**src/sv/rsti_pkg.sv**
```systemverilog
// Shared types, constants and character helpers for the radix string-to-integer converter.
package rsti_pkg;

   localparam int VALUE_BITS_DEFAULT  = 32;
   localparam int OFFSET_BITS_DEFAULT = 16;

   localparam int RADIX_BITS = 6;
   localparam int CHAR_BITS  = 8;
   localparam int CSR_INDEX_BITS = 1;
   localparam int CSR_DATA_BITS  = 6;

   // Configuration register indexes.
   localparam logic [CSR_INDEX_BITS-1:0] CSR_BASE_SELECT = 1'b0;
   localparam logic [CSR_INDEX_BITS-1:0] CSR_SIGNED_MODE = 1'b1;

   localparam logic [RADIX_BITS-1:0] RADIX_INFER   = 6'd0;
   localparam logic [RADIX_BITS-1:0] RADIX_OCTAL   = 6'd8;
   localparam logic [RADIX_BITS-1:0] RADIX_DECIMAL = 6'd10;
   localparam logic [RADIX_BITS-1:0] RADIX_HEX     = 6'd16;
   localparam logic [RADIX_BITS-1:0] RADIX_MAX     = 6'd36;
   localparam logic [RADIX_BITS-1:0] DIGIT_NONE    = 6'd63;

   localparam logic [CHAR_BITS-1:0] CHAR_MINUS   = 8'h2D;
   localparam logic [CHAR_BITS-1:0] CHAR_PLUS    = 8'h2B;
   localparam logic [CHAR_BITS-1:0] CHAR_ZERO    = 8'h30;
   localparam logic [CHAR_BITS-1:0] CHAR_NINE    = 8'h39;
   localparam logic [CHAR_BITS-1:0] CHAR_LOWER_A = 8'h61;
   localparam logic [CHAR_BITS-1:0] CHAR_LOWER_Z = 8'h7A;
   localparam logic [CHAR_BITS-1:0] CHAR_UPPER_A = 8'h41;
   localparam logic [CHAR_BITS-1:0] CHAR_UPPER_Z = 8'h5A;
   localparam logic [CHAR_BITS-1:0] CHAR_LOWER_X = 8'h78;
   localparam logic [CHAR_BITS-1:0] CHAR_UPPER_X = 8'h58;
   localparam logic [CHAR_BITS-1:0] CHAR_SPACE   = 8'h20;
   localparam logic [CHAR_BITS-1:0] CHAR_TAB     = 8'h09;
   localparam logic [CHAR_BITS-1:0] CHAR_CR      = 8'h0D;

   typedef enum logic [2:0] {
      PH_IDLE,
      PH_SPACE,
      PH_PREFIX,
      PH_ZERO,
      PH_HEX,
      PH_DIGITS
   } phase_type;

   // Digit value of a character, or DIGIT_NONE when it is not alphanumeric.
   function automatic logic [RADIX_BITS-1:0] digit_of(input logic [CHAR_BITS-1:0] c);
      logic [CHAR_BITS-1:0] diff;
      diff = '0;
      if (c >= CHAR_ZERO && c <= CHAR_NINE) begin
         diff = c - CHAR_ZERO;
         return diff[RADIX_BITS-1:0];
      end
      if (c >= CHAR_LOWER_A && c <= CHAR_LOWER_Z) begin
         diff = c - CHAR_LOWER_A + 8'd10;
         return diff[RADIX_BITS-1:0];
      end
      if (c >= CHAR_UPPER_A && c <= CHAR_UPPER_Z) begin
         diff = c - CHAR_UPPER_A + 8'd10;
         return diff[RADIX_BITS-1:0];
      end
      return DIGIT_NONE;
   endfunction

   // Space, tab, newline, vertical tab, form feed and carriage return.
   function automatic logic is_space(input logic [CHAR_BITS-1:0] c);
      return (c == CHAR_SPACE) || (c >= CHAR_TAB && c <= CHAR_CR);
   endfunction

endpackage

```
**src/sv/radix_string_to_integer.sv**
```systemverilog
// Streaming string-to-integer converter with a two-word result buffer.
//
// Usage: bytes of a string arrive on the req_ channel, one word per byte,
// with req_first marking the first byte of a new string. Leading white
// space, one sign and, for base 0 or 16, a "0" or "0x" prefix are taken,
// then digits are accumulated. The first byte that is not a digit (NUL
// included) produces one result word on the rsp_ channel; bytes after it
// are dropped until the next byte marked first.
// Throughput is one byte per cycle while req_stall is low; each byte
// passes through one multiply-add of the running total by the radix
// (at most 6 bits wide). The result side holds an output register and
// one skid entry; a stop byte's result is registered in the output
// register if it is free, else in the skid entry, so bytes keep flowing
// while a result waits. req_stall rises only when both hold one not taken.
// The csr_ port writes base_select (index 0) and signed_mode (index 1) and
// is always ready; write it only while idle. base_select is sampled at the
// first byte, signed_mode when the result is formed.
// Reset (synchronous) empties the result buffer, returns the parser to
// idle and clears both registers.
module radix_string_to_integer #(
   parameter int VALUE_BITS  = rsti_pkg::VALUE_BITS_DEFAULT,
   parameter int OFFSET_BITS = rsti_pkg::OFFSET_BITS_DEFAULT
) (
   input  logic                                clock,
   input  logic                                reset,

   input  logic                                req_valid,
   output logic                                req_stall,
   input  logic [rsti_pkg::CHAR_BITS-1:0]      req_ch,
   input  logic                                req_first,

   output logic                                rsp_valid,
   input  logic                                rsp_stall,
   output logic [VALUE_BITS-1:0]               rsp_value,
   output logic                                rsp_range_error,
   output logic                                rsp_converted,
   output logic [OFFSET_BITS-1:0]              rsp_end_offset,

   input  logic                                csr_valid,
   output logic                                csr_ready,
   input  logic [rsti_pkg::CSR_INDEX_BITS-1:0] csr_index,
   input  logic [rsti_pkg::CSR_DATA_BITS-1:0]  csr_data
);

   localparam int RB        = rsti_pkg::RADIX_BITS;
   localparam int PROD_BITS = VALUE_BITS + RB;

   // Configuration registers.
   logic [RB-1:0] base_select_ff;
   logic          signed_mode_ff;

   // Parser state.
   rsti_pkg::phase_type    phase_ff,    phase_in;
   logic [VALUE_BITS-1:0]  total_ff,    total_in;
   logic                   negative_ff, negative_in;
   logic                   overflow_ff, overflow_in;
   logic                   any_digit_ff, any_digit_in;
   logic [RB-1:0]          radix_ff,    radix_in;
   logic [OFFSET_BITS-1:0] position_ff, position_in;

   // Result computed from the byte being accepted.
   logic                   emit;
   logic [OFFSET_BITS-1:0] emit_end;
   logic [VALUE_BITS-1:0]  res_value;
   logic                   res_error;
   logic [OFFSET_BITS-1:0] res_offset;

   logic [RB-1:0]          digit;
   logic [PROD_BITS-1:0]   product;
   logic [VALUE_BITS-1:0]  pos_limit;
   logic [VALUE_BITS-1:0]  neg_limit;

   // Output register and skid entry.
   logic                   out_valid_ff;
   logic [VALUE_BITS-1:0]  out_value_ff;
   logic                   out_error_ff;
   logic                   out_conv_ff;
   logic [OFFSET_BITS-1:0] out_offset_ff;
   logic                   skid_valid_ff;
   logic [VALUE_BITS-1:0]  skid_value_ff;
   logic                   skid_error_ff;
   logic                   skid_conv_ff;
   logic [OFFSET_BITS-1:0] skid_offset_ff;

   logic req_accept;
   logic out_take;
   logic out_free;
   logic new_result;

   assign csr_ready  = 1'b1;
   assign req_stall  = skid_valid_ff;
   assign req_accept = req_valid && !req_stall;
   assign out_take   = out_valid_ff && !rsp_stall;
   assign out_free   = !out_valid_ff || out_take;

   assign digit     = rsti_pkg::digit_of(req_ch);
   assign pos_limit = {1'b0, {(VALUE_BITS-1){1'b1}}};
   assign neg_limit = {1'b1, {(VALUE_BITS-1){1'b0}}};

   // The digit step needs the radix of this same byte, so the product is
   // formed from the radix the earlier phases settle on below.
   always_comb begin
      phase_in     = phase_ff;
      total_in     = total_ff;
      negative_in  = negative_ff;
      overflow_in  = overflow_ff;
      any_digit_in = any_digit_ff;
      radix_in     = radix_ff;
      position_in  = position_ff;
      emit         = 1'b0;
      emit_end     = '0;
      product      = '0;

      if (req_first) begin
         phase_in     = rsti_pkg::PH_SPACE;
         total_in     = '0;
         negative_in  = 1'b0;
         overflow_in  = 1'b0;
         any_digit_in = 1'b0;
         radix_in     = (base_select_ff > rsti_pkg::RADIX_MAX) ? rsti_pkg::RADIX_MAX
                                                               : base_select_ff;
         position_in  = '0;
      end

      if (phase_in == rsti_pkg::PH_SPACE) begin
         if (rsti_pkg::is_space(req_ch)) begin
            if (position_in != '1) position_in = position_in + 1'b1;
         end else if (req_ch == rsti_pkg::CHAR_MINUS || req_ch == rsti_pkg::CHAR_PLUS) begin
            negative_in = (req_ch == rsti_pkg::CHAR_MINUS);
            phase_in    = rsti_pkg::PH_PREFIX;
            if (position_in != '1) position_in = position_in + 1'b1;
         end else begin
            phase_in = rsti_pkg::PH_PREFIX;
            // Fall through to the prefix check with this same byte.
            if ((radix_in == rsti_pkg::RADIX_INFER || radix_in == rsti_pkg::RADIX_HEX)
                && req_ch == rsti_pkg::CHAR_ZERO) begin
               any_digit_in = 1'b1;
               if (radix_in == rsti_pkg::RADIX_INFER) radix_in = rsti_pkg::RADIX_OCTAL;
               phase_in = rsti_pkg::PH_ZERO;
               if (position_in != '1) position_in = position_in + 1'b1;
            end else begin
               if (radix_in == rsti_pkg::RADIX_INFER) radix_in = rsti_pkg::RADIX_DECIMAL;
               phase_in = rsti_pkg::PH_DIGITS;
            end
         end
      end else if (phase_in == rsti_pkg::PH_PREFIX) begin
         if ((radix_in == rsti_pkg::RADIX_INFER || radix_in == rsti_pkg::RADIX_HEX)
             && req_ch == rsti_pkg::CHAR_ZERO) begin
            any_digit_in = 1'b1;
            if (radix_in == rsti_pkg::RADIX_INFER) radix_in = rsti_pkg::RADIX_OCTAL;
            phase_in = rsti_pkg::PH_ZERO;
            if (position_in != '1) position_in = position_in + 1'b1;
         end else begin
            if (radix_in == rsti_pkg::RADIX_INFER) radix_in = rsti_pkg::RADIX_DECIMAL;
            phase_in = rsti_pkg::PH_DIGITS;
         end
      end else if (phase_in == rsti_pkg::PH_ZERO) begin
         if (req_ch == rsti_pkg::CHAR_LOWER_X || req_ch == rsti_pkg::CHAR_UPPER_X) begin
            radix_in = rsti_pkg::RADIX_HEX;
            phase_in = rsti_pkg::PH_HEX;
            if (position_in != '1) position_in = position_in + 1'b1;
         end else begin
            phase_in = rsti_pkg::PH_DIGITS;
         end
      end else if (phase_in == rsti_pkg::PH_HEX) begin
         // A bare "0x" reports the end just after the zero.
         if (digit >= rsti_pkg::RADIX_HEX) begin
            emit     = 1'b1;
            emit_end = (position_in != '0) ? position_in - 1'b1 : '0;
            phase_in = rsti_pkg::PH_IDLE;
         end else begin
            phase_in = rsti_pkg::PH_DIGITS;
         end
      end

      if (phase_in == rsti_pkg::PH_DIGITS && !(req_first == 1'b0 &&
          phase_ff == rsti_pkg::PH_IDLE)) begin
         if (digit < radix_in) begin
            product = PROD_BITS'(total_in) * PROD_BITS'(radix_in) + PROD_BITS'(digit);
            if (product[PROD_BITS-1:VALUE_BITS] != '0) overflow_in = 1'b1;
            total_in     = product[VALUE_BITS-1:0];
            any_digit_in = 1'b1;
            if (position_in != '1) position_in = position_in + 1'b1;
         end else begin
            emit     = 1'b1;
            emit_end = position_in;
            phase_in = rsti_pkg::PH_IDLE;
         end
      end
   end

   // Final value of a finished string.
   always_comb begin
      res_error = 1'b0;
      res_value = negative_in ? (VALUE_BITS'(0) - total_in) : total_in;
      if (signed_mode_ff) begin
         if (overflow_in || total_in > (negative_in ? neg_limit : pos_limit)) begin
            res_error = 1'b1;
            res_value = negative_in ? neg_limit : pos_limit;
         end
      end else if (overflow_in) begin
         res_error = 1'b1;
         res_value = '1;
      end
      res_offset = any_digit_in ? emit_end : '0;
   end

   assign new_result = req_accept && emit;

   always_ff @(posedge clock) begin
      if (reset) begin
         base_select_ff <= '0;
         signed_mode_ff <= 1'b0;
      end else if (csr_valid && csr_ready) begin
         unique case (csr_index)
            rsti_pkg::CSR_BASE_SELECT: base_select_ff <= csr_data[RB-1:0];
            rsti_pkg::CSR_SIGNED_MODE: signed_mode_ff <= csr_data[0];
            default: ;
         endcase
      end
   end

   always_ff @(posedge clock) begin
      if (reset) begin
         phase_ff     <= rsti_pkg::PH_IDLE;
         total_ff     <= '0;
         negative_ff  <= 1'b0;
         overflow_ff  <= 1'b0;
         any_digit_ff <= 1'b0;
         radix_ff     <= rsti_pkg::RADIX_DECIMAL;
         position_ff  <= '0;
      end else if (req_accept && (req_first || phase_ff != rsti_pkg::PH_IDLE)) begin
         phase_ff     <= phase_in;
         total_ff     <= total_in;
         negative_ff  <= negative_in;
         overflow_ff  <= overflow_in;
         any_digit_ff <= any_digit_in;
         radix_ff     <= radix_in;
         position_ff  <= position_in;
      end
   end

   always_ff @(posedge clock) begin
      if (reset) begin
         out_valid_ff  <= 1'b0;
         skid_valid_ff <= 1'b0;
      end else begin
         if (out_free) begin
            if (skid_valid_ff) begin
               out_valid_ff  <= 1'b1;
               skid_valid_ff <= 1'b0;
            end else begin
               out_valid_ff <= new_result;
            end
         end else if (new_result) begin
            skid_valid_ff <= 1'b1;
         end
      end
   end

   always_ff @(posedge clock) begin
      if (out_free) begin
         if (skid_valid_ff) begin
            out_value_ff  <= skid_value_ff;
            out_error_ff  <= skid_error_ff;
            out_conv_ff   <= skid_conv_ff;
            out_offset_ff <= skid_offset_ff;
         end else if (new_result) begin
            out_value_ff  <= res_value;
            out_error_ff  <= res_error;
            out_conv_ff   <= any_digit_in;
            out_offset_ff <= res_offset;
         end
      end else if (new_result) begin
         skid_value_ff  <= res_value;
         skid_error_ff  <= res_error;
         skid_conv_ff   <= any_digit_in;
         skid_offset_ff <= res_offset;
      end
   end

   assign rsp_valid       = out_valid_ff;
   assign rsp_value       = out_value_ff;
   assign rsp_range_error = out_error_ff;
   assign rsp_converted   = out_conv_ff;
   assign rsp_end_offset  = out_offset_ff;

`ifndef SYNTHESIS
   // The skid entry only fills behind a waiting output word.
   skid_behind_out: assert property (@(posedge clock) disable iff (reset)
      skid_valid_ff |-> out_valid_ff)
      else $error("skid entry holds a word while the output register is empty");

   // A range error needs at least one accepted digit.
   error_needs_digit: assert property (@(posedge clock) disable iff (reset)
      out_valid_ff && out_error_ff |-> out_conv_ff)
      else $error("range error reported without any converted digit");

   // Nothing converted means a zero value at offset zero.
   empty_is_zero: assert property (@(posedge clock) disable iff (reset)
      out_valid_ff && !out_conv_ff |-> (out_value_ff == '0) && (out_offset_ff == '0))
      else $error("empty conversion reported a nonzero value or offset");

   // The digit phase always runs with a settled, nonzero radix.
   digit_radix_set: assert property (@(posedge clock) disable iff (reset)
      phase_ff == rsti_pkg::PH_DIGITS |-> radix_ff != rsti_pkg::RADIX_INFER)
      else $error("digit phase entered with the radix still to be inferred");

   // A word held in the output register is not lost while stalled.
   stalled_word_kept: assert property (@(posedge clock) disable iff (reset)
      out_valid_ff && rsp_stall |=> out_valid_ff && $stable(out_value_ff))
      else $error("stalled result word dropped or changed");
`endif

endmodule

```
**config.mk**
```make
export PLATFORM = sky130hd
export DESIGN_NAME = radix_string_to_integer
export DESIGN_NICKNAME = d
export VERILOG_FILES = /design/src/sv/rsti_pkg.sv /design/src/sv/radix_string_to_integer.sv
export SDC_FILE = /design/constraint.sdc
export NUM_CORES = 1
export LEC_CHECK = 0
export ABC_CLOCK_PERIOD_IN_PS = 32100
export BUFFER_PORTS_ARGS = -buffer_cell sky130_fd_sc_hd__buf_2
export CORE_MARGIN = 2
export CORE_UTILIZATION = 60
export CTS_CLUSTER_SIZE = 30
export DETAILED_ROUTE_END_ITERATION = 7
export GPL_TIMING_DRIVEN = 0
export PLACE_DENSITY = 0.78
export SETUP_SLACK_MARGIN = 0.3
export SLEW_MARGIN = 25
export SYNTH_ARGS = -nofsm -noshare
export SYNTH_HDL_FRONTEND = slang
export SYNTH_SLANG_ARGS = --single-unit
export TNS_END_PERCENT = 100
```
**constraint.sdc**
```tcl
create_clock -name clock -period 32.1 [get_ports clock]
set_clock_uncertainty 0.15 [all_clocks]
set_input_delay 6.42 -clock clock [delete_from_list [all_inputs] [get_ports clock]]
set_output_delay 6.42 -clock clock [all_outputs]
set_load 0.1 [all_outputs]
```
==> flow_summary.yaml, run 1 <==
flow_run:
  maxCapViolCount: 0
logic_synthesis:
  synth_cells: 2179
  syn_nets: 2457
  synth_edf_count: 100
  synth.cell_area_um2: 18300
  avgSynthCellArea_um2: 8.42
  synth_fa_ha_area_share_pct: 22.6
  synth-xor-area-share_pct: 3.25
  synth-compound-area-share_pct: 20.5
  yosys_register_bits: 169
  async_flop_share_pct: 0
  synth_cell_types: 103
  synthMuxAreaShare_pct: 2.95
  yosys.area_share.simple_pct: 21.9
  synth_top_family_by_area: "adder cells"
  synth-warning-count: 0
  ys.flop_type: "edfxtp_1"
  synth_seq_area_share_pct: 23.9
placed_design:
  io_buffers: 72
  dp_hpwl_um: 53400
  globalplace.congestion: 1.10
  dp.cells: 2654
cells_and_area:
  finalNonFillerCells: 2686
  num-nets-final: 2555
  drive_above_1_share_pct: 9.65
  antenna_cells: 0
  syn2layout_area_growth_pct: 8.93
  fillers: 2612
floorplan:
  chipHeight_um: 179
  initial_core_util_pct: 60.5
  die-area_um2: 32000
  die_w_um: 179
  coreArea_um2: 30300
  rows: 64
  io_pins: 74
critical_path:
  path_buf_inv: 13
  cp_common_cell: "inv_1"
  path_max_fanout: 10
  crit_family: "compound AO/OA/AOI/OAI gates"
  regToRegStartpoint: "phase_ff[1]$_SDFFE_PP0P_"
  slowest_stage: "a311oi_4"
  cp.arrival_ps: 20380
  critPathCaptureType: "register"
  startpoint_type: "input pin"
  max_stage_delay_ps: 750
  critical_path_class: "input pin to register"
  required_ps: 32160
  cp-startpoint: "req_first"
global_routing:
  grt_use_total_pct: 43.1
  antenna_found_initial: 0
  grt_pass1_vias: 17200
  grt_pass1_wl_um: 102000
  grt_max_degree: 29
  gr-total-overflow: 0
detailed_routing:
  drc: 1
  via_count: 18300
  dr.pass1.iters: 8
  via_per_inst: 6.83
  drt_iter0_markers: 2337
  routedWlPerCell_um: 25.4
  ant_nets: 0
  wirelength_um: 68200
pwr:
  power.leakage_uw: 0.00860
  p_int_uw: 431
  pwr-share-seq_pct: 33.3
  switching_share_pct: 43.0
  combPwrFrac_pct: 37.6
  power.density_nw_per_um2: 37.9
  netSwitchingPower_uw: 326
  p_clk_share_pct: 29.1
  ir_drop_v: 0.0000422
hold_path:
  hp-class: "register to register"
  hp-start: "total_ff[30]$_SDFFE_PP0P_"
timing:
  worstMarginPinSlew_ps: 1240
  fin_crit_sh_pct: 63.3
  rsz0062_at_grt: "no"
  slew_viol_final: 0
  period_needed_ps: 20320
  max_freq_mhz: 49.2
  hold_viol: 0
  slew_headroom_pct: 16.2
  finalSetupTns_ps: 0
  setup_violations: 0
clock_tree:
  clk_pin_slew_ps: 80
  htreeDepth: 4
  post_cts_buffers: 0
  cts_resized: 0
  clock_path_buffers: 2
  worst_skew_pair.late_latency_ps: 460
  cts_made_buffers: 17
  cts.sink_count: 169
  cts_root_buf: "clkbuf_16"
  cts_tree: "yes"
  hold_buffers: 0
run_status:
  violations: "design-rule violations"
  outcome: "finished with violations"
-- power by group through the flow --
stage,Sequential [uW],Combinational [uW],Clock (uW)
floorplan,294,155,0
global route,253,301,227
CTS,252,274,219
finish,252,285,220
global placement,257,265,0
detailed placement,257,273,0
-- per-stage QoR --
stage,hold slack (ps),power [uW],cell area [um2],worst slack (ps),utilization (%)
after floorplan,287,449,18300,16110,-
after global placement,293,523,19200,11950,63.3
after detailed placement,304,530,19400,11920,63.8
after CTS,314,746,20000,12280,65.9
after global routing,346,781,20000,11540,65.9
final,321,757,20000,11780,65.9
-- cells in the final DEF, fill, tap and decap left out, types with 47 or more instances in the layout --
cell and count:
inv_1 113, dfxtp_1 69, a211oi_1 47, nor2_1 357
o21ai_0 75, clkbuf_1 78, xnor2_1 53, a21oi_1 139
nor3_1 56, buf_2 94, nand3_1 68, nand2_1 179
fa_1 124, ha_1 133, edfxtp_1 100
-- path summary, 6_finish.rpt --
check / slack (ps) / end / depth (start not counted)
worst max-delay path: 11780 / rsp_value[0]$_DFFE_PP_ / 41
worst min-delay path: 320 / total_ff[30]$_SDFFE_PP0P_ / 2
worst max register to register: 19420 / rsp_value[0]$_DFFE_PP_ / 37
worst min register to register: 320 / total_ff[30]$_SDFFE_PP0P_ / 2
-- kinds of logic after synthesis --
logic type                 Yosys count
buffers and inverters              229
other                                1
adders and majority gates          257
AOI/OAI and AO/OA                  544
muxes                               50
DFF                                169
xor gates and xnor gates            68
and+or+nand+nor                    861
-- metal layers --
layer | track usage, % | share of wire (%)
met1 | 55.3 | 38
met2 | 65.3 | 43
met3 | 10.9 | 11
met4 | 26.7 | 7.2
met5 | 0 | 0
-- sequential cells by signal, indices dropped and copies added (netlist names) --
register,flops
radix_ff,6
base_select_ff,6
total_ff,32
rsp_value,32
skid_offset_ff,16
skid_value_ff,32
skid_error_ff,1
req_stall,1
signed_mode_ff,1
negative_ff,1
phase_ff,3
skid_conv_ff,1
rsp_converted,1
rsp_valid,1
rsp_range_error,1
overflow_ff,1
any_digit_ff,1
position_ff,16
rsp_end_offset,16
-- synthesized netlist by cell type, types with 7 or more instances --
library cell	n	share of area, %
a211oi_1	48	2.0
a21o_1	30	1.2
a21oi_1	140	3.8
a221o_1	7	0.38
a221oi_1	9	0.43
a31oi_1	26	0.89
and2_1	19	0.65
and3_1	18	0.61
buf_1	10	0.20
buf_2	21	0.57
clkbuf_1	79	1.6
dfxtp_1	69	7.5
edfxtp_1	100	16
fa_1	124	14
ha_1	133	9.1
inv_1	113	2.3
mux2_2	29	1.8
mux2i_1	19	1.0
nand2_1	179	3.7
nand2b_1	17	0.58
nand3_1	68	1.9
nand3b_1	11	0.45
nand4_1	24	0.82
nor2_1	357	7.3
nor2b_1	33	1.1
nor3_1	56	1.5
nor4_1	13	0.44
o211ai_1	20	0.82
o21a_1	26	1.1
o21ai_0	76	2.1
o21ai_1	19	0.52
o22ai_1	16	0.55
o31ai_1	18	0.74
or2_2	12	0.41
or3_1	15	0.51
or4_1	9	0.37
xnor2_1	53	2.5
xor2_1	15	0.72
-- worst reg2reg max path, delay by kind of cell, from the launching register on --
kind                     cells  cell delay (ps)
AO/OA/AOI/OAI               18             5980
adder cells (fa/ha/maj)      6             2820
buffers and inverters        7             1860
flip-flops                   1              310
multiplexers                 1              320
AND/OR/NAND/NOR              5             1010
-- layout make-up --
cell class | count | area, um2 | share of cell area [%]
multi-input cells | 1781 | 13100 | 65.5
flip-flops and latches | 169 | 4380 | 21.9
well taps | 396 | 495 | 2.48
repair buffers | 79 | 482 | 2.41
plain buffers | 114 | 470 | 2.35
inverters | 115 | 432 | 2.16
clock buffers | 17 | 425 | 2.13
clock inverters | 15 | 206 | 1.03
Note: power is estimated with default switching activity, not from simulation.
==> run 2, diff against run 1 <==
- ABC_CLOCK_PERIOD_IN_PS: 32100 -> 16320
- CORE_UTILIZATION: 60 -> 58
- PLACE_DENSITY: 0.78 -> 0.79
- clock period: 32.1 -> 16.32 ns (I/O delays scaled with it)
==> flow_summary.yaml, run 2 (synthesized netlist as in run 1, its figures left out) <==
critical_path:
  slowest_stage: "a31oi_1"
  cp.arrival_ps: 15890
  regToRegStartpoint: "phase_ff[1]$_SDFFE_PP0P_"
  required_ps: 16350
  r2r-end: "rsp_value[21]$_DFFE_PP_"
  cp-startpoint: "req_first"
  critical_path_class: "input pin to register"
  rr_worst_depth: 36
  max_stage_delay_ps: 650
  cp_common_cell: "buf_2"
  path_max_fanout: 10
  startpoint_type: "input pin"
  crit_end: "rsp_value[21]$_DFFE_PP_"
  r2r_slack_ps: 4270
  critPathCaptureType: "register"
floorplan:
  rows: 65
  initial_core_util_pct: 58.6
  coreArea_um2: 31300
  io_pins: 74
  die_w_um: 182
  die-area_um2: 33100
  chipHeight_um: 182
cells_and_area:
  num-nets-final: 2555
  final_common_cell: "nor2_1"
  multi_input_area_um2: 13100
  regArea_um2: 4380
  drive_above_1_share_pct: 9.96
  layout_common_cells: "nor2_1 (357), nand2_1 (179), a21oi_1 (138)"
  antenna_cells: 0
  syn2layout_area_growth_pct: 8.78
  fillers: 2705
detailed_routing:
  drc: 0
  via_per_inst: 6.69
  routedWlPerCell_um: 24.3
  dr.pass1.iters: 5
  wirelength_um: 65400
  ant_nets: 0
  drt_iter0_markers: 2231
  via_count: 18000
global_routing:
  gr-total-overflow: 0
  grt_max_degree: 37
  grt_pass1_wl_um: 101000
  grt_pass1_vias: 17500
  antenna_found_initial: 1
  grt_use_total_pct: 39.9
clock_tree:
  htreeDepth: 4
  cts_tree: "yes"
  cts_made_buffers: 17
  clock_path_buffers: 2
  clk_pin_slew_ps: 80
  cts_root_buf: "clkbuf_16"
  hold_buffers: 0
  worst_skew_pair.late_latency_ps: 450
  cts.sink_count: 169
pwr:
  power.density_nw_per_um2: 73.1
  ir_drop_v: 0.0000718
  total_power_uw: 1460
  switching_share_pct: 42.4
  pwr-share-seq_pct: 34.1
  p_clk_share_pct: 28.1
  p_int_uw: 841
  netSwitchingPower_uw: 619
  combPwrFrac_pct: 37.8
  power.leakage_uw: 0.00859
placed_design:
  io_buffers: 72
  dp_hpwl_um: 52100
  globalplace.congestion: 1.04
hold_path:
  hp-start: "total_ff[30]$_SDFFE_PP0P_"
  hp-class: "register to register"
  holdPathStages: 2
timing:
  max_freq_mhz: 63.1
  setup_violations: 0
  fin_crit_sh_pct: 97.2
  worstMarginPinSlew_ps: 1030
  hold_viol: 0
  hold_slack_ps: 312
  slew_headroom_pct: 30.7
  period_needed_ps: 15860
  slew_viol_final: 0
  rsz0062_at_grt: "yes"
run_status:
  outcome: "finished, final reports clean"
flow_run:
  maxCapViolCount: 0
[run 2: area by class of cell]
cell class,instances,area share (%)
Tap cell,402,2.52
Buffer,114,2.38
Clock inverter,14,0.752
Inverter,115,2.16
Multi-Input combinational cell,1781,65.7
Clock buffer,18,2.15
Timing Repair Buffer,79,2.38
Sequential cell,169,22.0
[run 2: worst max-delay path: cells and delay by family]
family	cells	cell delay [ps]
compound gates	13	4530
buf+inv	11	3810
fa+ha+maj	6	2630
simple gates	6	1020
mux	1	370
xor+xnor	1	240
[run 2: power groups by stage]
| stage | Combinational [uW] | Clock [uW] | Sequential (uW) |
|---|---|---|---|
| after floorplan | 304 | 0 | 579 |
| after global placement | 520 | 0 | 507 |
| after detailed placement | 532 | 0 | 506 |
| after CTS | 535 | 409 | 497 |
| after global routing | 588 | 424 | 499 |
| final | 552 | 410 | 498 |
[run 2: repair_timing]
item | CTS | global route
setup endpoints to repair | 20 | 57
buffers inserted | 0 | 0
resized for setup | 2 | 7
endpoints found under the hold margin | 0 | 0
[run 2: how the worst min path moves through the flow]
stage,to,slack [ps]
finish,total_ff[30]$_SDFFE_PP0P_,310
global route,total_ff[30]$_SDFFE_PP0P_,350
CTS,total_ff[30]$_SDFFE_PP0P_,310
detailed placement,total_ff[30]$_SDFFE_PP0P_,300
global placement,total_ff[29]$_SDFFE_PP0P_,290
floorplan,total_ff[29]$_SDFFE_PP0P_,290
[run 2: layer usage]
layer | GRT usage (%) | part of all wire [%] | vias to the layer above | wire [um]
met5 | 0 | 0 | - | 0
met3 | 8.58 | 10 | 227 | 6720
met4 | 21.5 | 6.2 | 0 | 4060
met2 | 61.9 | 44 | 1116 | 28500
li1 | - | - | 8038 | -
met1 | 52.5 | 40 | 8623 | 26100
[run 2: through the flow]
| step | utilization [%] | setup slack [ps] | cell area [um2] | TNS, ps | instances |
|---|---|---|---|---|---|
| after floorplan | - | 3480 | 18300 | 0 | 2179 |
| after global placement | 61.4 | -397 | 19200 | -6280 | 2653 |
| after detailed placement | 61.8 | -391 | 19300 | -5500 | 2660 |
| after CTS | 63.7 | 471 | 19900 | 0 | 2692 |
| after global routing | 63.7 | 289 | 20000 | 0 | 2692 |
| final | 63.7 | 462 | 20000 | 0 | 2692 |
